## config.mk

```make
export PLATFORM = sky130hd
export DESIGN_NAME = lpe_ctrl
export DESIGN_NICKNAME = d
export VERILOG_FILES = /design/src/rtl/core/lpe_pkg.sv /design/src/rtl/core/lpe_ctrl.sv
export SDC_FILE = /design/constraint.sdc
export NUM_CORES = 1
export LEC_CHECK = 0
export ABC_AREA = 1
export BUFFER_PORTS_ARGS = -buffer_cell sky130_fd_sc_hd__clkbuf_2
export CAP_MARGIN = 10
export CORE_AREA = 2 2 39 41
export CTS_BUF_LIST = sky130_fd_sc_hd__clkbuf_8
export CTS_CLUSTER_SIZE = 20
export DETAILED_ROUTE_END_ITERATION = 12
export DIE_AREA = 0 0 41 43
export PLACE_DENSITY = 0.61
export SYNTH_ARGS = -nofsm -noshare
export SYNTH_HDL_FRONTEND = slang
export SYNTH_SLANG_ARGS = --single-unit
export TNS_END_PERCENT = 100
```

## constraint.sdc

```tcl
create_clock -name clk_i -period 3.2 [get_ports clk_i]
set_clock_uncertainty 0.1 [all_clocks]
set_input_delay 0 -clock clk_i [delete_from_list [all_inputs] [get_ports clk_i]]
set_output_delay 0 -clock clk_i [all_outputs]
set_load 0.01 [all_outputs]
```

## src/rtl/core/lpe_pkg.sv

```systemverilog
package lpe_pkg;

  // Number format and limits
  localparam int FRAC_BITS = 30;
  localparam int MAX_ORDER = 64;
  localparam int ORDER_W   = 7;
  localparam int X_W       = 32;
  localparam int DP_W      = 43;

  // 1.0 in Q1.30, as a magnitude and as a signed point value
  localparam int                       ONE_I    = 1 << FRAC_BITS;
  localparam logic [FRAC_BITS:0]       ONE_MAG  = (FRAC_BITS + 1)'(ONE_I);
  localparam logic signed [X_W-1:0]    ONE_X    = X_W'(ONE_I);

  // Magnitude widths of the recurrence term and of the derivative numerator
  localparam int T_W       = 38;
  localparam int A_W       = 38;
  // Restoring divider: numerator magnitude followed by FRAC_BITS + 1 fraction bits
  localparam int QUO_W     = A_W + FRAC_BITS + 1;
  localparam int DIV_CNT_W = 7;

  // Rounded reciprocals 1/k in Q1.30, k = 0..MAX_ORDER (entry 0 unused)
  localparam int RECIP_TAB [0:MAX_ORDER] = '{
    0,
    (ONE_I + 0) / 1,   (ONE_I + 1) / 2,   (ONE_I + 1) / 3,   (ONE_I + 2) / 4,
    (ONE_I + 2) / 5,   (ONE_I + 3) / 6,   (ONE_I + 3) / 7,   (ONE_I + 4) / 8,
    (ONE_I + 4) / 9,   (ONE_I + 5) / 10,  (ONE_I + 5) / 11,  (ONE_I + 6) / 12,
    (ONE_I + 6) / 13,  (ONE_I + 7) / 14,  (ONE_I + 7) / 15,  (ONE_I + 8) / 16,
    (ONE_I + 8) / 17,  (ONE_I + 9) / 18,  (ONE_I + 9) / 19,  (ONE_I + 10) / 20,
    (ONE_I + 10) / 21, (ONE_I + 11) / 22, (ONE_I + 11) / 23, (ONE_I + 12) / 24,
    (ONE_I + 12) / 25, (ONE_I + 13) / 26, (ONE_I + 13) / 27, (ONE_I + 14) / 28,
    (ONE_I + 14) / 29, (ONE_I + 15) / 30, (ONE_I + 15) / 31, (ONE_I + 16) / 32,
    (ONE_I + 16) / 33, (ONE_I + 17) / 34, (ONE_I + 17) / 35, (ONE_I + 18) / 36,
    (ONE_I + 18) / 37, (ONE_I + 19) / 38, (ONE_I + 19) / 39, (ONE_I + 20) / 40,
    (ONE_I + 20) / 41, (ONE_I + 21) / 42, (ONE_I + 21) / 43, (ONE_I + 22) / 44,
    (ONE_I + 22) / 45, (ONE_I + 23) / 46, (ONE_I + 23) / 47, (ONE_I + 24) / 48,
    (ONE_I + 24) / 49, (ONE_I + 25) / 50, (ONE_I + 25) / 51, (ONE_I + 26) / 52,
    (ONE_I + 26) / 53, (ONE_I + 27) / 54, (ONE_I + 27) / 55, (ONE_I + 28) / 56,
    (ONE_I + 28) / 57, (ONE_I + 29) / 58, (ONE_I + 29) / 59, (ONE_I + 30) / 60,
    (ONE_I + 30) / 61, (ONE_I + 31) / 62, (ONE_I + 31) / 63, (ONE_I + 32) / 64
  };

  // Datapath operations issued by the controller
  typedef enum logic [3:0] {
    OP_NONE,
    OP_LOAD,
    OP_MUL_XX,
    OP_CHK_XX,
    OP_MUL_XP,
    OP_MAKE_T,
    OP_MUL_LO,
    OP_MUL_HI,
    OP_UPD_P,
    OP_MAKE_NUM,
    OP_DIV,
    OP_WRITE_OUT
  } dp_op_e;

  typedef struct packed {
    dp_op_e op;
  } dp_cmd_t;

  typedef struct packed {
    logic endpoint;
    logic order_one;
    logic last_step;
    logic div_last;
    logic out_free;
  } dp_sts_t;

endpackage

```

## src/rtl/core/lpe_ctrl.sv

```systemverilog
module lpe_ctrl (
  input  logic             clk_i,
  input  logic             rst_ni,
  input  logic             in_valid_i,
  output logic             in_ready_o,
  input  lpe_pkg::dp_sts_t sts_i,
  output lpe_pkg::dp_cmd_t cmd_o
);

  typedef enum logic [3:0] {
    S_IDLE,
    S_XX,
    S_XX_CHK,
    S_MUL_XP,
    S_MAKE_T,
    S_MUL_LO,
    S_MUL_HI,
    S_UPD,
    S_FXP,
    S_NUM,
    S_DIV,
    S_DONE
  } state_e;

  state_e state_q;

  // Sequencing
  always_ff @(posedge clk_i or negedge rst_ni) begin
    if (!rst_ni) begin
      state_q <= S_IDLE;
    end else begin
      case (state_q)
        S_IDLE: begin
          if (in_valid_i) begin
            state_q <= S_XX;
          end
        end
        S_XX:     state_q <= S_XX_CHK;
        S_XX_CHK: state_q <= sts_i.order_one ? S_DONE : S_MUL_XP;
        S_MUL_XP: state_q <= S_MAKE_T;
        S_MAKE_T: state_q <= S_MUL_LO;
        S_MUL_LO: state_q <= S_MUL_HI;
        S_MUL_HI: state_q <= S_UPD;
        S_UPD: begin
          if (!sts_i.last_step) begin
            state_q <= S_MUL_XP;
          end else if (sts_i.endpoint) begin
            state_q <= S_DONE;
          end else begin
            state_q <= S_FXP;
          end
        end
        S_FXP: state_q <= S_NUM;
        S_NUM: state_q <= S_DIV;
        S_DIV: begin
          if (sts_i.div_last) begin
            state_q <= S_DONE;
          end
        end
        S_DONE: begin
          if (sts_i.out_free) begin
            state_q <= S_IDLE;
          end
        end
        default: state_q <= S_IDLE;
      endcase
    end
  end

  // Command decode
  always_comb begin
    cmd_o.op   = lpe_pkg::OP_NONE;
    in_ready_o = 1'b0;
    case (state_q)
      S_IDLE: begin
        in_ready_o = 1'b1;
        if (in_valid_i) begin
          cmd_o.op = lpe_pkg::OP_LOAD;
        end
      end
      S_XX:     cmd_o.op = lpe_pkg::OP_MUL_XX;
      S_XX_CHK: cmd_o.op = lpe_pkg::OP_CHK_XX;
      S_MUL_XP: cmd_o.op = lpe_pkg::OP_MUL_XP;
      S_MAKE_T: cmd_o.op = lpe_pkg::OP_MAKE_T;
      S_MUL_LO: cmd_o.op = lpe_pkg::OP_MUL_LO;
      S_MUL_HI: cmd_o.op = lpe_pkg::OP_MUL_HI;
      S_UPD:    cmd_o.op = lpe_pkg::OP_UPD_P;
      S_FXP:    cmd_o.op = lpe_pkg::OP_MUL_XP;
      S_NUM:    cmd_o.op = lpe_pkg::OP_MAKE_NUM;
      S_DIV:    cmd_o.op = lpe_pkg::OP_DIV;
      S_DONE: begin
        if (sts_i.out_free) begin
          cmd_o.op = lpe_pkg::OP_WRITE_OUT;
        end
      end
      default: cmd_o.op = lpe_pkg::OP_NONE;
    endcase
  end

endmodule

```

==> results of run 1 <==
per-layer routing:
metal	global-route usage (%)	share of wire, %	up-vias
met5	0	0	-
met4	6.00	1.6	0
met3	3.14	5.5	2
met2	17.2	51	11
met1	12.4	42	183
li1	-	-	223
logic make-up after synthesis:
| logic type | share of synthesized area (%) |
|---|---|
| AND/OR/NAND/NOR | 49.1 |
| buffers and inverters | 11.3 |
| AO/OA/AOI/OAI | 12.0 |
| flip-flops | 27.5 |
worst max-delay path, delay by kind of cell (launching register included):
kind	cells	cell delay, ns
and+or+nand+nor	4	0.47
DFF	1	0.44
buffers and inverters	2	0.21
placed cells by master, fill, tap and decap left out:
master         synthesis  layout
inv_2                  1       1
o211ai_1               2       2
o21ai_1                1       1
inv_1                 10      10
nand3b_1               1       1
o221ai_1               1       1
nor2_2                 3       3
nand2_2                3       3
o21ai_0                3       3
nand3_2                1       1
nand3_1                4       4
nand2_1               16      16
dlygate4sd3_1          0       3
dfrtp_1                4       4
nand4_1                1       1
clkbuf_8               0       3
nor2_4                 1       1
clkbuf_2               0      12
nor2_1                 7       7
what timing repair did:
action	4_1_cts	5_1_grt
hold endpoints to repair	6	0
buffers inserted	0	0
hold buffers	3	0
gates resized for setup	0	0
per-stage QoR:
step	cells	hold WS, ns	worst slack (ns)
after floorplan	59	-0.396	2.05
after global placement	87	-0.291	1.95
after detailed placement	87	-0.291	1.96
after CTS	93	0.0127	1.73
after global routing	93	0.0291	1.63
final	93	0.0153	1.76
worst paths after layout:
path / from / to / slack, ns / depth (start not counted)
worst max-delay path: state_q[2] / cmd_o[0] / 1.76 / 6
worst min register to register: state_q[0] / state_q[0] / 0.58 / 3
max in group asynchronous: rst_ni / state_q[3] / 2.86 / 2
worst min-delay path: rst_ni / state_q[1] / 0.02 / 2
min in group clk_i: sts_i[2] / state_q[3] / 0.02 / 5
worst max register to register: state_q[0] / state_q[3] / 1.98 / 7
power by group through the flow:
stage	combinational (mW)	clock (mW)	sequential [mW]
floorplan	0.208	0	0.105
global placement	0.293	0	0.111
detailed placement	0.290	0	0.110
CTS	0.295	0.109	0.109
global route	0.326	0.114	0.115
finish	0.291	0.105	0.110
cell type report:
| class | instances | area (µm²) | share of cell area (%) |
|---|---|---|---|
| Tap cell | 16 | 20.0 | 3.88 |
| Clock buffer | 3 | 41.3 | 8.01 |
| Timing Repair Buffer | 15 | 90.1 | 17.5 |
| Multi-Input combinational cell | 44 | 223 | 43.2 |
| Sequential cell | 4 | 100 | 19.4 |
| Inverter | 11 | 41.3 | 8.01 |
==> summary.md, run 1 <==
| Metric | Value |
|---|---|
| Power density over the cells | `approximately 980 nW/µm²` |
| Clk root buf | `clkbuf_8` |
| Fillers | `159` |
| Net Sw Frac | `47.3%` |
| First-pass GRT wire length | `around 1.3 mm` |
| Setup TNS | `0 ns` |
| Area Growth Syn to Fin | `41.6%` |
| CTS tree | `done` |
| Initial core utilization | `26.3%` |
| CTS max path bufs | `2` |
| Top cells by area, synth | `dfrtp_1, nand2_1, inv_1, nor2_1, nand3_1` |
| Die height | `43 µm` |
| Final Hold Viols | `0` |
| LEAKAGE | `0.289 nW` |
| Tmin final | `1.44 ns` |
| Worst Setup End Kind | `primary output` |
| #FFs+latches synth | `4` |
| # setup viols final | `0` |
| Post-synthesis async set-or-reset flop share | `100%` |
| HPWL after detailed placement | `677 µm` |
| Top FF cell, synth | `dfrtp_1` |
| Worst setup SP type | `flip-flop` |
| RSZ-0062 raised after global routing | `no` |
| Share of layout cells above drive strength 1 | `31.2%` |
| P_sw | `~0.24 mW` |
| CP Data Required Time | `3.10 ns` |
| Gate Count Post-Synth | `59` |
| Via count of the first global-routing pass | `356` |
| I/O pin cnt | `13` |
| Total congestion overflow | `0` |
| Clk_lat worst skew | `0.22 ns` |
| Critical Path AT | `about 1.3 ns` |
| Fin nets | `87` |
| Max_cap viols | `0` |
| WL/cell | `8.65 µm` |
| Max stage delay cell, worst path | `dfrtp_1` |
| Yosys top cell area share | `27.5%` |
| Synthesized area per cell | `6.17 µm²` |
| Maximum ir drop on the vdd rail | `around 0.00047 V` |
| Die width | `41 µm` |
| Row count | `14` |
| Final ANT Viol Nets | `0` |
| Relative slew slack | `84.2%` |
| Port Buffers | `12` |
| Syn Nets | `67` |
| H-tree depth reported by CTS | `1` |
| Residual DRC | `0` |
| Cts bufs inserted | `3` |
| Cells along the critical path | `nor2_1 -> inv_1 -> nor2_1 -> nand2_1 -> nand4_1 -> clkbuf_2` |
| Placed cell areas | `between 400 and 500 µm²` |
| Synth cell types | `16` |
| Post-layout util | `37.3%` |
| FMAX | `695 MHz` |
| Clock power share | `20.8%` |
| Drt pass-1 iters | `2` |
| Sequential share of the synthesized area | `27.5%` |
| Worst-path clk slew | `0.03 ns` |
| Largest register FFs | `4` |
| Gr usage total | `between 10% and 20%` |
| Status | `finished clean` |
| Largest reg by FF count | `state_q` |
| Pins Over Slew Limit | `0` |
| Biggest regs | `state_q x4` |
| Part of the power in registers | `21.7%` |
| Comb pwr share | `57.5%` |
| Total clock sinks | `4` |
| Die ar. | `about 1800 µm²` |
| Ant. Diodes | `0` |
| Initial antenna violation count | `0` |
| CP Max Fanout | `6` |
| CP max stage delay | `0.44 ns` |
| Vias | `around 420` |
| Tot Pwr | `0.506 mW` |
| Most common cell in the netlist | `nand2_1` |
| Cell-internal power | `around 0.27 mW` |
| Largest net degree at the start of global routing | `7` |
| Fin area | `515 µm²` |
| Slew @ Worst Pin | `approximately 0.24 ns` |
| Synth Warn # | `0` |
| GPL Wtd Cong | `roughly 0.77` |
| Largest area contributor in the netlist | `dfrtp_1` |
| Total core area | `1380 µm²` |
| Final wirelength | `804 µm` |
| Crit Path Category | `flip-flop to primary output` |
| Most frequent cells after synthesis | `nand2_1, inv_1, nor2_1` |
| Initial DRC count | `12` |
| EDFF count, synth | `0` |
| Synth Cell Area | `364 µm²` |
| Via-to-Cell Ratio | `4.51` |
| Part of the cycle the worst path needs | `around 45%` |
| Worst Hold Class | `primary input to asynchronous set/reset pin` |
| CP dominant cell by count | `nor2_1` |
No activity file was read; power rests on OpenSTA's default activity.
==> inputs of run 2 (changes only) <==
- PLACE_DENSITY: 0.61 -> 0.63
- clock period: 3.2 -> 1.3 ns (I/O delays scaled with it)
==> summary.md, run 2 (synthesis gave the netlist of run 1 again) <==
| Metric | Value |
|---|---|
| Final wirelength | `977 µm (+22%)` |
| Pins Over Slew Limit | `0 (unchanged)` |
| Largest net degree at the start of global routing | `7 (unchanged)` |
| Critical Path AT | `1.25 ns (-0.09 ns)` |
| Gr usage total | `13.5% (+2.6 points)` |
| Die height | `43 µm (unchanged)` |
| FMAX | `741 MHz` |
| Placed instance count | `87 (unchanged)` |
| Failing checks | `setup timing` |
| Vias | `436 (+4.1%)` |
| Part of the cycle the worst path needs | `104%` |
| Hold Crit Start | `sts_i[2]` |
| RSZ-0062 raised after global routing | `yes` |
| Clk root buf | `clkbuf_8` |
| LEAKAGE | `0.313 nW (+8.4%)` |
| WL/cell | `9.97 µm (+15%)` |
| Worst Setup SP | `state_q[3]` |
| Final Hold Viols | `0 (unchanged)` |
| Ant. Diodes | `0 (unchanged)` |
| Largest register FFs | `4 (unchanged)` |
| Fin nets | `92 (+5.7%)` |
| Worst Hold Class | `primary input to flip-flop` |
| I/O pin cnt | `13 (unchanged)` |
| GPL Wtd Cong | `0.819 (+5.8%)` |
| Post-layout worst setup margin | `-0.0496 ns (-1.81 ns)` |
| Area Growth Syn to Fin | `63.9%` |
| Status | `finished with violations` |
| Initial core utilization | `26.3% (unchanged)` |
| Die ar. | `1760 µm² (unchanged)` |
| Critical R2R Launch | `state_q[2]` |
| Initial DRC count | `2 (-10)` |
| Worst Setup End Kind | `primary output` |
| Port Buffers | `12 (unchanged)` |
| Most frequent cells in the layout | `nand2_1, clkbuf_2, inv_1, buf_4` |
| Commonest non-fill, non-tap cell in the layout | `nand2_1` |
| Largest reg by FF count | `state_q` |
| CP Max Fanout | `4 (-2)` |
| Max_cap viols | `0 (unchanged)` |
| Tot Pwr | `1.55 mW (+210%)` |
| Maximum ir drop on the vdd rail | `0.00123 V (+160%)` |
| Fillers | `142 (-11%)` |
| Post-layout util | `43.1% (+5.9 points)` |
| Area occupied by multi-input gates | `259 µm² (+16%)` |
| Final hold slack | `0.0136 ns (-0.00169 ns)` |
| Total clock sinks | `4 (unchanged)` |
| CTS tree | `done` |
| Total core area | `1380 µm² (unchanged)` |
| Via-to-Cell Ratio | `4.45 (-1.3%)` |
| # setup viols final | `4 (+4)` |
| Worst setup SP type | `flip-flop` |
| Row count | `14 (unchanged)` |
| Worst-path clk slew | `0.03 ns (about the same)` |
| H-tree depth reported by CTS | `1 (unchanged)` |
| Initial antenna violation count | `0 (unchanged)` |
| Final ANT Viol Nets | `0 (unchanged)` |
| CTS max path bufs | `2 (unchanged)` |
| Slew @ Worst Pin | `0.171 ns (-0.0659 ns)` |
| Die width | `41 µm (unchanged)` |
| CP Data Required Time | `1.20 ns (-1.90 ns)` |
| Residual DRC | `0 (unchanged)` |
| Power density over the cells | `2600 nW/µm² (+170%)` |
| Setup TNS | `-0.131 ns (-0.131 ns)` |
| Total congestion overflow | `0 (unchanged)` |
| Clk_lat worst skew | `0.22 ns (about the same)` |
| Reg area | `105 µm² (+5.0%)` |
| Crit Path Category | `flip-flop to primary output` |
| HPWL after detailed placement | `689 µm (+1.7%)` |
| First-pass GRT wire length | `1.58 mm (+21%)` |
| Relative slew slack | `88.5% (+4.3 points)` |
| Drt pass-1 iters | `2 (unchanged)` |
| Via count of the first global-routing pass | `438 (+23%)` |
| Cts bufs inserted | `3 (unchanged)` |
| Tmin final | `1.35 ns` |
| Share of layout cells above drive strength 1 | `56.1% (+25 points)` |
| Final Instance Count excl. Fillers | `98 (+5.4%)` |
| Biggest regs | `state_q x4` |
==> run 2: changes by cell type in the layout (fill, tap and decap cells not counted), sizes merged <==
cell	delta
buf	+10
clkbuf	-4
dlygate4sd3	-1
==> run 2: report_power, final <==
part	switching (mW)	internal [mW]	leakage (nW)	total, mW
clock network	0.0609	0.197	0.0216	0.258
logic	0.543	0.431	0.247	0.974
registers	0.122	0.198	0.0446	0.321
total	0.727	0.826	0.313	1.55
==> run 2: worst paths after layout <==
path | cells after the start | slack, ns | end
max | 6 | -0.05 | cmd_o[0]
max in group asynchronous | 2 | 0.94 | state_q[2]
min | 5 | 0.01 | state_q[3]
min reg2reg | 4 | 0.67 | state_q[0]
max reg2reg | 7 | 0.02 | state_q[1]
min in group asynchronous | 2 | 0.03 | state_q[0]
==> run 2: per-layer routing <==
layer	vias up	global-route usage, %	part of all wire [%]
li1	234	-	-
met1	189	13.7	41
met2	9	23.1	52
met3	4	1.57	4.2
met4	0	10.0	3.3
met5	-	0	0
==> run 2: worst max-delay path, stage by stage (launching register included) <==
cell	delay, ns
dfrtp_2	0.45
nor2_4	0.16
inv_2	0.06
nor2_2	0.11
nand2_1	0.07
nand4_1	0.06
buf_2	0.13
==> run 2: per-stage QoR <==
stage / setup slack, ns / instance area, µm²
after floorplan: 0.151 / 364
after global placement: 0.0383 / 444
after detailed placement: 0.0613 / 444
after CTS: -0.0594 / 561
after global routing: -0.124 / 597
final: -0.0496 / 597
==> run 2: timing repair <==
| item | in CTS | in global routing |
|---|---|---|
| hold buffers | 2 | 0 |
| setup buffers | 5 | 1 |
| endpoints found under the setup margin | 5 | 7 |
| pin swaps | 4 | 4 |
| gates resized for setup | 9 | 16 |
| endpoints found under the hold margin | 5 | 0 |
==> run 2: cell type report <==
class	instances	share of cell area (%)
multi-input combinational	44	43.4
timing repair buffer	20	21.0
sequential	4	17.6
inverter	11	7.76
clock buffer	3	6.92
tap	16	3.35
